[src/sv/assert_macros.svh]
// shared assertion macros, clocked on i_clk with the synchronous reset masked
`ifndef ASSERT_MACROS_SVH
`define ASSERT_MACROS_SVH

// property checked at every clock edge outside reset
`define CQZ_ASSERT(label, prop, msg) \
    label: assert property (@(posedge i_clk) disable iff (!i_rst_n) (prop)) \
        else $error(msg);

// property checked in the cycle after a trigger
`define CQZ_ASSERT_NEXT(label, cond, prop, msg) \
    `CQZ_ASSERT(label, (cond) |=> (prop), msg)

`endif

[src/sv/cqz_pkg.sv]
`timescale 1ns / 1ps
package cqz_pkg;

    // field and datapath widths
    localparam int COEF_W     = 16;
    localparam int ENTRY_W    = 8;
    localparam int SCALE_W    = 16;
    localparam int DEN_W      = ENTRY_W + SCALE_W;
    localparam int PROD_W     = COEF_W + DEN_W;
    localparam int QUOT_W     = 16;
    localparam int DIV_STEPS  = 2;
    localparam int DIV_STAGES = QUOT_W / DIV_STEPS;
    localparam int PADDR_W    = 3;
    localparam int PDATA_W    = 32;

    // request kinds
    localparam logic REQ_LOAD = 1'b0;
    localparam logic REQ_PROC = 1'b1;

    // channel code that selects the luminance table
    localparam logic [1:0] CH_LUMA = 2'd0;

    // register index, taken from paddr bit 2
    localparam logic REG_QUALITY   = 1'b0;
    localparam logic REG_DIRECTION = 1'b1;

    // direction codes
    localparam logic DIR_QUANT   = 1'b0;
    localparam logic DIR_DEQUANT = 1'b1;

    localparam logic [SCALE_W-1:0] QUALITY_RESET = 16'd256;

    // saturation magnitudes
    localparam logic [COEF_W-1:0] MAG_POS_LIMIT = 16'h7FFF;
    localparam logic [COEF_W-1:0] MAG_NEG_LIMIT = 16'h8000;

    typedef enum logic [1:0] {
        ST_OK       = 2'd0,
        ST_SAT      = 2'd1,
        ST_ZERO_DIV = 2'd2
    } t_status;

    // side information that rides along the divider
    typedef struct packed {
        logic              neg;
        logic              big;
        logic              use_alt;
        logic [COEF_W-1:0] alt_value;
        t_status           alt_status;
    } t_ctx;

    // restoring divider state
    typedef struct packed {
        logic [DEN_W-1:0]  r;
        logic [QUOT_W-1:0] n;
        logic [QUOT_W-1:0] q;
        logic [DEN_W-1:0]  d;
    } t_div;

    // two's complement of a magnitude when the sign is set
    function automatic logic [COEF_W-1:0] apply_sign(input logic neg,
                                                     input logic [COEF_W-1:0] mag);
        apply_sign = neg ? (COEF_W'(0) - mag) : mag;
    endfunction

endpackage

[src/sv/cqz_req_if.sv]
`timescale 1ns / 1ps
interface cqz_req_if;
    logic               valid;
    logic               ready;
    logic               req_type;
    logic [1:0]         channel;
    logic [2:0]         row;
    logic [2:0]         col;
    logic signed [15:0] coefficient;
    logic [7:0]         table_word;

    modport source (
        output valid, req_type, channel, row, col, coefficient, table_word,
        input  ready
    );
    modport sink (
        input  valid, req_type, channel, row, col, coefficient, table_word,
        output ready
    );
endinterface

[src/sv/cqz_res_if.sv]
`timescale 1ns / 1ps
interface cqz_res_if;
    logic               valid;
    logic               ready;
    logic signed [15:0] result_value;
    logic [1:0]         status;

    modport source (
        output valid, result_value, status,
        input  ready
    );
    modport sink (
        input  valid, result_value, status,
        output ready
    );
endinterface

[src/sv/cqz_ram.sv]
`timescale 1ns / 1ps
module cqz_ram #(
    parameter int WIDTH = 8,
    parameter int DEPTH = 128
) (
    input  logic                     i_clk,
    input  logic                     i_we,
    input  logic [$clog2(DEPTH)-1:0] i_waddr,
    input  logic [WIDTH-1:0]         i_wdata,
    input  logic                     i_re,
    input  logic [$clog2(DEPTH)-1:0] i_raddr,
    output logic [WIDTH-1:0]         o_rdata
);

    logic [WIDTH-1:0] r_mem [DEPTH];
    logic [WIDTH-1:0] r_rdata;

    // single write port
    always_ff @(posedge i_clk) begin
        if (i_we) begin
            r_mem[i_waddr] <= i_wdata;
        end
    end

    // registered read port
    always_ff @(posedge i_clk) begin
        if (i_re) begin
            r_rdata <= r_mem[i_raddr];
        end
    end

    assign o_rdata = r_rdata;

endmodule

[src/sv/cqz_div_stage.sv]
`timescale 1ns / 1ps
`include "assert_macros.svh"
module cqz_div_stage (
    input  logic          i_clk,
    input  logic          i_rst_n,
    input  logic          i_en,
    input  logic          i_valid,
    input  cqz_pkg::t_ctx i_ctx,
    input  cqz_pkg::t_div i_div,
    output logic          o_valid,
    output cqz_pkg::t_ctx o_ctx,
    output cqz_pkg::t_div o_div
);
    import cqz_pkg::*;

    t_div           w_step  [DIV_STEPS+1];
    logic [DEN_W:0] w_trial [DIV_STEPS];
    logic           r_valid;
    t_ctx           r_ctx;
    t_div           r_div;

    // restoring steps, one quotient bit each
    always_comb begin
        w_step[0] = i_div;
        for (int k = 0; k < DIV_STEPS; k++) begin
            w_trial[k]     = {w_step[k].r, w_step[k].n[QUOT_W-1]};
            w_step[k+1]    = w_step[k];
            w_step[k+1].n  = {w_step[k].n[QUOT_W-2:0], 1'b0};
            if (w_trial[k] >= {1'b0, w_step[k].d}) begin
                w_step[k+1].r = DEN_W'(w_trial[k] - {1'b0, w_step[k].d});
                w_step[k+1].q = {w_step[k].q[QUOT_W-2:0], 1'b1};
            end else begin
                w_step[k+1].r = w_trial[k][DEN_W-1:0];
                w_step[k+1].q = {w_step[k].q[QUOT_W-2:0], 1'b0};
            end
        end
    end

    // stage valid
    always_ff @(posedge i_clk) begin
        if (!i_rst_n) begin
            r_valid <= 1'b0;
        end else if (i_en) begin
            r_valid <= i_valid;
        end
    end

    // stage payload
    always_ff @(posedge i_clk) begin
        if (i_en) begin
            r_ctx <= i_ctx;
            r_div <= w_step[DIV_STEPS];
        end
    end

    assign o_valid = r_valid;
    assign o_ctx   = r_ctx;
    assign o_div   = r_div;

    `CQZ_ASSERT_NEXT(a_stall_holds_valid, !i_en, $stable(r_valid), "div stage valid moved in stall")
    `CQZ_ASSERT_NEXT(a_stall_holds_quot, r_valid && !i_en, $stable(r_div.q), "div stage quotient moved in stall")
    `CQZ_ASSERT(a_rem_below_div, !(r_valid && !r_ctx.big && !r_ctx.use_alt) || r_div.r < r_div.d, "partial remainder not below divisor")

endmodule

[src/sv/coefficient_quantizer_core.sv]
`timescale 1ns / 1ps
`include "assert_macros.svh"
// Scaled-table coefficient quantizer. Load words fill a luminance and a chrominance
// TABLE_DIM x TABLE_DIM table; process words divide (direction 0) or multiply
// (direction 1) the coefficient by entry * quality_scale / 256, round half away from
// zero and saturate to 16-bit signed with a status code. One word is taken every clock
// when the output is drained. The table is read at the edge that accepts a process word,
// then the step multiply, the product multiply, the divider setup, eight restoring
// divider stages of two quotient bits each and the output register follow, each of them
// registered. When the output stalls, one more result parks in a skid entry and the
// whole pipeline then holds. The tables need no clearing pass after reset, so words are
// taken from the first cycle out of reset; reading a table entry that was never loaded
// returns an unspecified value.
module coefficient_quantizer_core #(
    parameter int TABLE_DIM = 8
) (
    input  logic                        i_clk,
    input  logic                        i_rst_n,
    cqz_req_if.sink                     i_req,
    cqz_res_if.source                   o_res,
    input  logic                        psel,
    input  logic                        penable,
    input  logic                        pwrite,
    input  logic [cqz_pkg::PADDR_W-1:0] paddr,
    input  logic [cqz_pkg::PDATA_W-1:0] pwdata,
    output logic [cqz_pkg::PDATA_W-1:0] prdata,
    output logic                        pready
);
    import cqz_pkg::*;

    localparam int PLANE  = TABLE_DIM * TABLE_DIM;
    localparam int DEPTH  = 2 * PLANE;
    localparam int ADDR_W = $clog2(DEPTH);

    // configuration registers
    logic [SCALE_W-1:0] r_quality_scale;
    logic               r_direction;

    // front stages
    logic               w_en;
    logic               w_accept;
    logic               w_in_range;
    logic [ADDR_W-1:0]  w_addr;
    logic [ENTRY_W-1:0] w_rdata;
    logic               r_s1_valid;
    logic               r_s1_oor;
    logic [COEF_W-1:0]  r_s1_coef;
    logic [ENTRY_W-1:0] w_entry;
    logic [COEF_W-1:0]  w_amag;
    logic               r_s2_valid;
    logic [DEN_W-1:0]   r_s2_den;
    logic [COEF_W-1:0]  r_s2_amag;
    logic               r_s2_neg;
    logic               r_s3_valid;
    logic [PROD_W-1:0]  r_s3_prod;
    logic [DEN_W-1:0]   r_s3_den;
    logic [COEF_W-1:0]  r_s3_amag;
    logic               r_s3_neg;

    // alternate result and divider setup
    logic [PROD_W:0]    w_dq_sum;
    logic [PROD_W-8:0]  w_dq;
    logic [PROD_W-8:0]  w_dq_limit;
    logic               w_dq_sat;
    logic               w_zero_den;
    t_ctx               w_s4_ctx;
    t_div               w_s4_div;
    logic               r_s4_valid;
    t_ctx               r_s4_ctx;
    t_div               r_s4_div;

    // divider chain
    logic               w_vld [DIV_STAGES+1];
    t_ctx               w_ctx [DIV_STAGES+1];
    t_div               w_div [DIV_STAGES+1];

    // finishing and output
    t_ctx               w_tl_ctx;
    t_div               w_tl_div;
    logic               w_rnd;
    logic [QUOT_W:0]    w_qr;
    logic [QUOT_W:0]    w_q_limit;
    logic               w_q_sat;
    logic [COEF_W-1:0]  w_fin_value;
    t_status            w_fin_status;
    logic               w_out_fire;
    logic               r_out_valid;
    logic [COEF_W-1:0]  r_out_value;
    t_status            r_out_status;
    logic               r_skid_valid;
    logic [COEF_W-1:0]  r_skid_value;
    t_status            r_skid_status;

    // config port, register index from the word address
    always_ff @(posedge i_clk) begin
        if (!i_rst_n) begin
            r_quality_scale <= QUALITY_RESET;
            r_direction     <= DIR_QUANT;
        end else if (psel && penable && pwrite) begin
            case (paddr[2])
                REG_QUALITY:   r_quality_scale <= pwdata[SCALE_W-1:0];
                REG_DIRECTION: r_direction     <= pwdata[0];
                default:       r_direction     <= r_direction;
            endcase
        end
    end

    always_comb begin
        case (paddr[2])
            REG_QUALITY:   prdata = {(PDATA_W-SCALE_W)'(0), r_quality_scale};
            REG_DIRECTION: prdata = {(PDATA_W-1)'(0), r_direction};
            default:       prdata = '0;
        endcase
    end

    assign pready = 1'b1;

    // whole pipeline moves unless the skid entry is occupied
    assign w_en        = !r_skid_valid;
    assign i_req.ready = w_en;
    assign w_accept    = i_req.valid && w_en;

    // table address: plane, then row-major position
    assign w_in_range = (int'(i_req.row) < TABLE_DIM) && (int'(i_req.col) < TABLE_DIM);
    assign w_addr = ADDR_W'(((i_req.channel != CH_LUMA) ? PLANE : 0)
                            + int'(i_req.row) * TABLE_DIM + int'(i_req.col));

    cqz_ram #(
        .WIDTH (ENTRY_W),
        .DEPTH (DEPTH)
    ) u_table (
        .i_clk   (i_clk),
        .i_we    (w_accept && i_req.req_type == REQ_LOAD && w_in_range),
        .i_waddr (w_addr),
        .i_wdata (i_req.table_word),
        .i_re    (w_accept && i_req.req_type == REQ_PROC),
        .i_raddr (w_addr),
        .o_rdata (w_rdata)
    );

    // stage 1: table read in flight
    always_ff @(posedge i_clk) begin
        if (!i_rst_n) begin
            r_s1_valid <= 1'b0;
        end else if (w_en) begin
            r_s1_valid <= w_accept && i_req.req_type == REQ_PROC;
        end
    end

    always_ff @(posedge i_clk) begin
        if (w_en) begin
            r_s1_oor  <= !w_in_range;
            r_s1_coef <= i_req.coefficient;
        end
    end

    // stage 2: step = entry * scale, coefficient magnitude
    assign w_entry = r_s1_oor ? '0 : w_rdata;
    assign w_amag  = r_s1_coef[COEF_W-1] ? (COEF_W'(0) - r_s1_coef) : r_s1_coef;

    always_ff @(posedge i_clk) begin
        if (!i_rst_n) begin
            r_s2_valid <= 1'b0;
        end else if (w_en) begin
            r_s2_valid <= r_s1_valid;
        end
    end

    always_ff @(posedge i_clk) begin
        if (w_en) begin
            r_s2_den  <= {(DEN_W-ENTRY_W)'(0), w_entry} * {(DEN_W-SCALE_W)'(0), r_quality_scale};
            r_s2_amag <= w_amag;
            r_s2_neg  <= r_s1_coef[COEF_W-1];
        end
    end

    // stage 3: dequantize product
    always_ff @(posedge i_clk) begin
        if (!i_rst_n) begin
            r_s3_valid <= 1'b0;
        end else if (w_en) begin
            r_s3_valid <= r_s2_valid;
        end
    end

    always_ff @(posedge i_clk) begin
        if (w_en) begin
            r_s3_prod <= {(PROD_W-COEF_W)'(0), r_s2_amag} * {(PROD_W-DEN_W)'(0), r_s2_den};
            r_s3_den  <= r_s2_den;
            r_s3_amag <= r_s2_amag;
            r_s3_neg  <= r_s2_neg;
        end
    end

    // stage 4: dequantize or zero-divisor result, divider setup
    assign w_dq_sum   = {1'b0, r_s3_prod} + (PROD_W+1)'(128);
    assign w_dq       = w_dq_sum[PROD_W:8];
    assign w_dq_limit = r_s3_neg ? (PROD_W-7)'(MAG_NEG_LIMIT) : (PROD_W-7)'(MAG_POS_LIMIT);
    assign w_dq_sat   = w_dq > w_dq_limit;
    assign w_zero_den = r_s3_den == '0;

    always_comb begin
        w_s4_ctx.neg     = r_s3_neg;
        w_s4_ctx.big     = r_s3_den <= {(DEN_W-8)'(0), r_s3_amag[COEF_W-1:8]};
        w_s4_ctx.use_alt = (r_direction == DIR_DEQUANT) || w_zero_den;
        if (r_direction == DIR_DEQUANT) begin
            w_s4_ctx.alt_value  = apply_sign(r_s3_neg, w_dq_sat ? w_dq_limit[COEF_W-1:0]
                                                                : w_dq[COEF_W-1:0]);
            w_s4_ctx.alt_status = w_dq_sat ? ST_SAT : ST_OK;
        end else begin
            if (r_s3_amag == '0) begin
                w_s4_ctx.alt_value = '0;
            end else begin
                w_s4_ctx.alt_value = r_s3_neg ? MAG_NEG_LIMIT : MAG_POS_LIMIT;
            end
            w_s4_ctx.alt_status = ST_ZERO_DIV;
        end
        w_s4_div.r = {(DEN_W-8)'(0), r_s3_amag[COEF_W-1:8]};
        w_s4_div.n = {r_s3_amag[7:0], 8'd0};
        w_s4_div.q = '0;
        w_s4_div.d = r_s3_den;
    end

    always_ff @(posedge i_clk) begin
        if (!i_rst_n) begin
            r_s4_valid <= 1'b0;
        end else if (w_en) begin
            r_s4_valid <= r_s3_valid;
        end
    end

    always_ff @(posedge i_clk) begin
        if (w_en) begin
            r_s4_ctx <= w_s4_ctx;
            r_s4_div <= w_s4_div;
        end
    end

    // divider pipeline
    assign w_vld[0] = r_s4_valid;
    assign w_ctx[0] = r_s4_ctx;
    assign w_div[0] = r_s4_div;

    for (genvar g = 0; g < DIV_STAGES; g++) begin : g_div
        cqz_div_stage u_stage (
            .i_clk   (i_clk),
            .i_rst_n (i_rst_n),
            .i_en    (w_en),
            .i_valid (w_vld[g]),
            .i_ctx   (w_ctx[g]),
            .i_div   (w_div[g]),
            .o_valid (w_vld[g+1]),
            .o_ctx   (w_ctx[g+1]),
            .o_div   (w_div[g+1])
        );
    end

    // rounding from the remainder, then saturation
    assign w_tl_ctx  = w_ctx[DIV_STAGES];
    assign w_tl_div  = w_div[DIV_STAGES];
    assign w_rnd     = {w_tl_div.r, 1'b0} >= {1'b0, w_tl_div.d};
    assign w_qr      = {1'b0, w_tl_div.q} + (QUOT_W+1)'(w_rnd);
    assign w_q_limit = w_tl_ctx.neg ? (QUOT_W+1)'(MAG_NEG_LIMIT) : (QUOT_W+1)'(MAG_POS_LIMIT);
    assign w_q_sat   = w_tl_ctx.big || (w_qr > w_q_limit);

    always_comb begin
        if (w_tl_ctx.use_alt) begin
            w_fin_value  = w_tl_ctx.alt_value;
            w_fin_status = w_tl_ctx.alt_status;
        end else begin
            w_fin_value  = apply_sign(w_tl_ctx.neg, w_q_sat ? w_q_limit[COEF_W-1:0]
                                                            : w_qr[COEF_W-1:0]);
            w_fin_status = w_q_sat ? ST_SAT : ST_OK;
        end
    end

    // output register with one skid entry behind it
    assign w_out_fire = r_out_valid && o_res.ready;

    always_ff @(posedge i_clk) begin
        if (!i_rst_n) begin
            r_out_valid  <= 1'b0;
            r_skid_valid <= 1'b0;
        end else if (!w_en) begin
            if (w_out_fire) begin
                r_skid_valid <= 1'b0;
            end
        end else if (w_vld[DIV_STAGES]) begin
            if (!r_out_valid || w_out_fire) begin
                r_out_valid <= 1'b1;
            end else begin
                r_skid_valid <= 1'b1;
            end
        end else if (w_out_fire) begin
            r_out_valid <= 1'b0;
        end
    end

    always_ff @(posedge i_clk) begin
        if (!w_en) begin
            if (w_out_fire) begin
                r_out_value  <= r_skid_value;
                r_out_status <= r_skid_status;
            end
        end else if (w_vld[DIV_STAGES]) begin
            if (!r_out_valid || w_out_fire) begin
                r_out_value  <= w_fin_value;
                r_out_status <= w_fin_status;
            end else begin
                r_skid_value  <= w_fin_value;
                r_skid_status <= w_fin_status;
            end
        end
    end

    assign o_res.valid        = r_out_valid;
    assign o_res.result_value = r_out_value;
    assign o_res.status       = r_out_status;

    `CQZ_ASSERT(a_skid_needs_out, !r_skid_valid || r_out_valid,
                "skid word held with empty output register")
    `CQZ_ASSERT_NEXT(a_load_no_result, w_accept && i_req.req_type == REQ_LOAD,
                     !r_s1_valid, "load word entered the datapath")
    `CQZ_ASSERT_NEXT(a_freeze_holds_tail, !w_en, $stable(w_vld[DIV_STAGES]),
                     "divider tail moved while frozen")
    `CQZ_ASSERT(a_sat_at_limit, !(r_out_valid && r_out_status == ST_SAT)
                || r_out_value == MAG_POS_LIMIT || r_out_value == MAG_NEG_LIMIT,
                "saturated word not at a limit")

endmodule

[src/flat_wrapper.sv]
// flat-port wrapper written by rule: the top's interface ports become plain ports
module coefficient_quantizer_core_flat import cqz_pkg::*;
#(
    parameter int TABLE_DIM = 8
)
  (i_clk, i_rst_n, psel, penable, pwrite, paddr, pwdata, prdata, pready, i_req_valid, i_req_req_type, i_req_channel, i_req_row, i_req_col, i_req_coefficient, i_req_table_word, i_req_ready, o_res_valid, o_res_result_value, o_res_status, o_res_ready);
  cqz_req_if i_req_i ();
  cqz_res_if o_res_i ();
  input  logic i_clk;
  input  logic i_rst_n;
  input  logic psel;
  input  logic penable;
  input  logic pwrite;
  input  logic [cqz_pkg::PADDR_W-1:0] paddr;
  input  logic [cqz_pkg::PDATA_W-1:0] pwdata;
  output logic [cqz_pkg::PDATA_W-1:0] prdata;
  output logic pready;
  input wire logic [$bits(i_req_i.valid)-1:0] i_req_valid;
  input wire logic [$bits(i_req_i.req_type)-1:0] i_req_req_type;
  input wire logic [$bits(i_req_i.channel)-1:0] i_req_channel;
  input wire logic [$bits(i_req_i.row)-1:0] i_req_row;
  input wire logic [$bits(i_req_i.col)-1:0] i_req_col;
  input wire logic [$bits(i_req_i.coefficient)-1:0] i_req_coefficient;
  input wire logic [$bits(i_req_i.table_word)-1:0] i_req_table_word;
  output wire logic [$bits(i_req_i.ready)-1:0] i_req_ready;
  output wire logic [$bits(o_res_i.valid)-1:0] o_res_valid;
  output wire logic [$bits(o_res_i.result_value)-1:0] o_res_result_value;
  output wire logic [$bits(o_res_i.status)-1:0] o_res_status;
  input wire logic [$bits(o_res_i.ready)-1:0] o_res_ready;
  assign i_req_i.valid = i_req_valid;
  assign i_req_i.req_type = i_req_req_type;
  assign i_req_i.channel = i_req_channel;
  assign i_req_i.row = i_req_row;
  assign i_req_i.col = i_req_col;
  assign i_req_i.coefficient = i_req_coefficient;
  assign i_req_i.table_word = i_req_table_word;
  assign i_req_ready = i_req_i.ready;
  assign o_res_valid = o_res_i.valid;
  assign o_res_result_value = o_res_i.result_value;
  assign o_res_status = o_res_i.status;
  assign o_res_i.ready = o_res_ready;
  coefficient_quantizer_core #(.TABLE_DIM(TABLE_DIM)) u_core (.i_clk(i_clk), .i_rst_n(i_rst_n), .i_req(i_req_i), .o_res(o_res_i), .psel(psel), .penable(penable), .pwrite(pwrite), .paddr(paddr), .pwdata(pwdata), .prdata(prdata), .pready(pready));
endmodule
[config.mk]
export PLATFORM = sky130hd
export DESIGN_NAME = coefficient_quantizer_core_flat
export DESIGN_NICKNAME = d
export VERILOG_FILES = /design/src/sv/cqz_pkg.sv /design/src/sv/cqz_req_if.sv /design/src/sv/cqz_res_if.sv /design/src/sv/cqz_ram.sv /design/src/sv/cqz_div_stage.sv /design/src/sv/coefficient_quantizer_core.sv /design/src/flat_wrapper.sv
export VERILOG_INCLUDE_DIRS = /design/src /design/src/sv
export SDC_FILE = /design/constraint.sdc
export NUM_CORES = 2
export LEC_CHECK = 0
export ABC_CLOCK_PERIOD_IN_PS = 62900
export BUFFER_PORTS_ARGS = -buffer_cell sky130_fd_sc_hd__clkbuf_2
export CAP_MARGIN = 25
export CORE_MARGIN = 1
export CORE_UTILIZATION = 55
export DETAILED_ROUTE_END_ITERATION = 8
export PLACE_DENSITY = 0.81
export SLEW_MARGIN = 20
export SYNTH_ARGS = -nofsm -noshare
export SYNTH_HDL_FRONTEND = slang
export SYNTH_SLANG_ARGS = --single-unit
export TNS_END_PERCENT = 100
[constraint.sdc]
create_clock -name i_clk -period 62.9 [get_ports i_clk]
set_input_delay 6.29 -clock i_clk [delete_from_list [all_inputs] [get_ports i_clk]]
set_output_delay 6.29 -clock i_clk [all_outputs]
set_load 0.02 [all_outputs]
After elaboration in Yosys (flattened, before gate mapping):

Memory sizes are Yosys's and may differ from the RTL's. A register that Yosys moved wholly into a read port is not among the register bits.
Index checks and enable logic that the tools add are counted.

* add/sub/neg operators: 23
* multipliers: 2
* $lt $le $gt $ge: 20
* equal/unequal tests: 2
* multiplexer cells: 65
* bitwise gates (word level): 4
* reductions and logical operators: 22

Operator list (number)
* 25-bit by 24-bit >= comparator with 1-bit output: 16
* 24-bit two-way mux: 16
* 24-bit subtractor: 15
* 16-bit two-way mux: 13
* 32-bit case mux with 2 select lines: 1
* 1-bit by 16-bit subtractor with 16-bit output (first input constant): 3
* 40-bit by 8-bit adder with 41-bit output (second input constant): 1
* 16-bit by 24-bit multiplier with 40-bit output: 1
* 33-bit > comparator: 1
* 1-bit two-way mux: 27
* 9-bit by 24-bit >= comparator with 1-bit output: 1
* 24-bit by 8-bit <= comparator with 1-bit output: 1
* 24-bit logical NOT: 1
* 8-bit by 16-bit multiplier with 24-bit output: 1
* 9-bit by 24-bit subtractor with 24-bit output: 1
* 18-bit two-way mux: 1
* 16-bit by 1-bit adder with 17-bit output: 1
* 17-bit > comparator: 1
* 16-bit logical NOT: 1
* 15-bit two-way mux: 1
* 2-bit two-way mux: 5
* 3-bit AND reduction: 3
* 2-bit nonzero test: 4
* 7-bit by 4-bit adder with 7-bit output: 1
* 8 further kinds: 21

* flip-flop bits (word level): 902
* bits in writable memories: 1024
* input bits: 75
* output and inout port bits: 53
* logic and storage cells: 247
* memories kept: 1

Memory list
* u_core.u_table.r_mem: words 128, bits a word 8, rd ports 1, clocked after memory_dff 1, wr ports 1, RTL line cqz_ram.sv:15 `logic [WIDTH-1:0] r_mem [DEPTH];`

Logic depth before layout (Yosys ltp):

* depth after elaboration: 11
* gate-level depth with buffers: 35
* depth with buffers taken out: 34

Hierarchy:

Synthesis repeated with hierarchy kept, for this count alone.

* cells, all modules: 8705
* area, all modules: 116386.6 µm²

Modules (own cells, without submodules)
* cqz_ram: times used 1, cells an instance 1635, area each 39745.6 µm², sequential area each 30989.7 µm²
* cqz_div_stage at u_core.g_div[0].u_stage ...: times used 5, cells an instance 524, area each 5990.7 µm², sequential area each 2992.9 µm²
* coefficient_quantizer_core: times used 1, cells an instance 2863, area each 28127.0 µm², sequential area each 7307.0 µm²
* cqz_div_stage at u_core.g_div[6].u_stage: times used 1, cells an instance 536, area each 6247.2 µm², sequential area each 2992.9 µm²
* cqz_div_stage at u_core.g_div[7].u_stage: times used 1, cells an instance 527, area each 6187.2 µm², sequential area each 2992.9 µm²
* cqz_div_stage at u_core.g_div[5].u_stage: times used 1, cells an instance 524, area each 6125.9 µm², sequential area each 2992.9 µm²

Worst setup path before layout:

No wires, ideal clock.

* kind: reg2out
* from: reg u_core.r_skid_valid
* to: out i_req_ready
* arrival: 23.174 ns
* data required time: 56.610 ns
* slack: 33.436 ns
* cell stages (with the launch flop): 4
* path buffers: 2
* cells stage by stage: dfxtp_1 clkbuf_1 inv_2 buf_1

* word-level cells in the longest chain between the ends: 1

Ends and longest elaborated chain
* start, declared: RTL line coefficient_quantizer_core.sv:90 `logic r_skid_valid;`
* start signal, assigned: RTL line coefficient_quantizer_core.sv:283 `r_skid_valid <= 1'b0;`
* start signal, assigned: RTL line coefficient_quantizer_core.sv:286 `r_skid_valid <= 1'b0;`
* start signal, assigned: RTL line coefficient_quantizer_core.sv:292 `r_skid_valid <= 1'b1;`
* 1-bit logical NOT: RTL line coefficient_quantizer_core.sv:119 `assign w_en = !r_skid_valid;`
* end, declared: RTL line flat_wrapper.sv:25 `output wire logic [$bits(i_req_i.ready)-1:0] i_req_ready;`

Every way passes these cells.

Worst setup path in the final report:

* from: in paddr[2] (netlist bit)
* to: out prdata[0] (netlist bit)

* word-level cells in the longest chain between the ends: 2

Ends and longest elaborated chain
* start, declared: RTL line flat_wrapper.sv:14 `input logic [cqz_pkg::PADDR_W-1:0] paddr;`
* 1-bit inverter: RTL line coefficient_quantizer_core.sv:109 `case (paddr[2])`
* 32-bit case mux with 2 select lines (*): RTL line coefficient_quantizer_core.sv:109
* end, declared: RTL line flat_wrapper.sv:16 `output logic [cqz_pkg::PDATA_W-1:0] prdata;`

Mark *: on every way between the ends. The rest lies on a longest branch, timed or not. The select of a mux whose other input is x is not followed.

==> qor.csv <==
stage,metric,value,unit
clock_tree,TritonCTS Buffers,189,
place,GPL Wtd Cong,0.928,
timing,Final Hold Viols,0,
yosys,area share of the largest cell type after synthesis,53.5,%
routing,Routed Antenna Nets,0,
global_routing,number of global-route vias before repair,72400,
place,post-DP HPWL,168000,um
yosys,Post-synth EDFFs,1896,
floorplanning,core area,192000,um2
cells_and_area,P&R area growth vs syn,9.08,%
yosys,Yosys top cell by area,edfxtp_1,
yosys,top-count cell post-synth,edfxtp_1,
routing,Residual DRC,0,
place,DP Area,110000,um2
clock_tree,# resized after CTS,0,
floorplanning,# IOs,128,
run,Max-Cap Viols,0,
global_routing,M1 GR Usage,31.0,%
clock_tree,Clock Path Buffers,3,
cells_and_area,share of cells above drive strength 1,8.38,%
yosys,Synth Area in Compound Gates,12.2,%
yosys,syn_area_per_cell,12.3,um2
place,Buffers on Ports,92,
critical_path,CP Launch Type,input pin,
global_routing,pin count of the biggest net entering global routing,99,
yosys,cells after synthesis,8647,
global_routing,grt ovf,0,
clock_tree,clk_lat worst skew,0.90,ns
critical_path,R2R setup slack,54.74,ns
timing,setup violators final,0,
cells_and_area,Fill cells,14000,
routing,final WL,252000,um
clock_tree,clock tree sinks,1927,
routing,via/cell ratio,6.24,
yosys,main combinational cell family by area after synthesis,adder cells,
critical_path,CP Data Required Time,56.61,ns
floorplanning,Horiz. Die Dim,442,um
critical_path,crit path DAT,7.26,ns
global_routing,GR Layer Usage met2,43.4,%
yosys,mux cell area share after synthesis,2.57,%
floorplanning,die area,195000,um2
yosys,Most used DFF post-synth,edfxtp_1,
yosys,Post-Synth XOR/XNOR Area,3.15,%
pwr,VDD IR-drop max,0.0971,mV
pwr,Leakage Power,43.9,nW
timing,Slew HR,24.7,%
routing,WL/cell,22.1,um
critical_path,Setup CP Type,input pin to output pin,
cells_and_area,final instance area,116000,um2
timing,fmax,73.8,MHz
global_routing,GRT busiest layer,met2,
clock_tree,CTS root buffer,clkbuf_16,
timing,post-route setup TNS,0,ns
critical_path,Setup crit end kind,output pin,
timing,clock skew,0.119,ns
timing,fin crit share,21.5,%
cells_and_area,NumNets Final,9773,
global_routing,GRT Total Usage,25.5,%
yosys,Post-synth top cells,"1896 x edfxtp_1, 772 x inv_1, 696 x nand2_1",
routing,Vias,71100,
timing,Final Max Slew Viols,0,
routing,initial DRC count,8037,
clock_tree,CTS H-tree depth,4,
routing,router iterations before antenna repair,7,
yosys,Yosys Warn Count,0,
yosys,sequential area share after synthesis,54.1,%
floorplanning,die height,442,um
yosys,Synth async-reset ratio,0,%
worst_hold_path,Hold Crit Class,register to register,
yosys,"FF+latch count, synth",1927,
outcome,status,"complete, no violations",
yosys,Synth area leaders,"edfxtp_1 54%, fa_1 7.5%, ha_1 6.9%, inv_1 2.7%, nand2_1 2.5%",
floorplanning,number of cell rows,161,
floorplanning,Initial Util,55.3,%
yosys,Cell variety after synth,89,
clock_tree,Worst-path clk slew,0.06,ns
yosys,simple-gate share of the synthesized area,9.45,%
yosys,post-synthesis adder-cell area fraction,14.5,%
pwr,pwr/cell area,57.5,nW/um2
yosys,Synth Cell Area,106000,um2
timing,crit path time final,13.55,ns
critical_path,CP max FO,19,
clock_tree,TritonCTS clock tree,done,
clock_tree,CTS Hold Bufs,0,
timing,RSZ-0062 raised after global routing,no,
global_routing,antenna violations before repair,12,
global_routing,first-pass GRT wire length,393000,um
global_routing,GR Util met3,4.79,%
clock_tree,# Post-CTS Setup Buffers,0,
timing,Worst Max-Slew Pin Slew,1.13,ns
[flip-flops by register name, indices dropped and copies added (netlist names), 16 cells and up]
| signal | cells |
|---|---|
| u_core.r_s4_div | 40 |
| u_core.r_s3_prod | 33 |
| u_core.r_s2_den | 24 |
| u_core.r_s2_amag | 16 |
| u_core.g_div.u_stage.o_ctx | 168 |
| u_core.r_s3_den | 24 |
| u_core.r_s4_ctx | 21 |
| u_core.r_s3_amag | 16 |
| u_core.r_s1_coef | 16 |
| u_core.r_skid_value | 16 |
| u_core.r_quality_scale | 16 |
| u_core.o_res.result_value | 16 |
| u_core.g_div.u_stage.o_div | 468 |
| u_core.u_table.r_mem | 1024 |
[layout make-up]
cell class | count | area (um2) | area share [%]
Sequential cell | 1927 | 57600 | 49.6
Multi-Input combinational cell | 5625 | 44700 | 38.5
Clock buffer | 230 | 4930 | 4.25
Tap cell | 2526 | 3160 | 2.72
Inverter | 777 | 2920 | 2.52
Timing Repair Buffer | 189 | 1410 | 1.21
Clock inverter | 121 | 1350 | 1.16
Antenna cell | 3 | 7.51 | 0.00647
[layer usage]
metal	vias up	part of all wire, %
met5	-	0.019
met4	8	5.2
met3	802	9.0
met2	3688	49
met1	34600	37
li1	32000	-
[where the power goes]
part | total, W | switching, W | internal (W)
clock | 0.00113 | 0.000495 | 0.000635
sequential | 0.00181 | 0.0000950 | 0.00172
combinational | 0.00373 | 0.00207 | 0.00166
total | 0.00668 | 0.00266 | 0.00401
[worst max-delay path: stages]
cell and delay (ns):
clkbuf_2 0.42, mux2_2 0.40, clkbuf_2 0.15
[through the flow]
stage	util (%)	std cells	hold WS (ns)	setup WS [ns]	power (W)
after floorplan	-	8662	0.400	33.44	0.00465
after global placement	56.9	11000	0.403	49.38	0.00531
after detailed placement	56.9	11000	0.405	49.35	0.00547
after CTS	60.2	11400	0.399	49.34	0.00663
after global routing	60.3	11400	0.405	49.31	0.00712
final	60.3	11400	0.392	49.35	0.00668
[cells by family after synthesis]
kind of cell             Yosys count
flip-flops                      1927
adder cells (fa/ha/maj)          989
buffers and inverters           1110
AO/OA/AOI/OAI                   1900
XOR/XNOR                         382
AND/OR/NAND/NOR                 2090
other                              2
multiplexers                     247
[layout by cell type (no fill, tap or decap), types with 207 or more instances in the layout]
master,synthesis,final
nand2_1,696,696
nor2_1,460,459
fa_1,401,401
inv_1,772,772
o21ai_0,282,282
a21oi_1,374,373
a22oi_1,334,334
ha_1,588,588
mux2_2,207,207
xnor2_1,260,260
edfxtp_1,1896,1896
[final timing paths]
kind,from,cells after the start,endpoint
worst max-delay path,paddr[2],3,prdata[0]
worst min-delay path,u_core.g_div[5].u_stage.o_div[24]$_DFFE_PN_,0,u_core.g_div[6].u_stage.o_div[26]$_DFFE_PN_
worst max register to register,u_core.g_div[7].u_stage.o_div[56]$_SDFFCE_PP0N_,32,u_core.o_res.result_value[10]$_DFFE_PP_
worst min register to register,u_core.g_div[5].u_stage.o_div[24]$_DFFE_PN_,0,u_core.g_div[6].u_stage.o_div[26]$_DFFE_PN_
(Power assumes the default switching activity.)
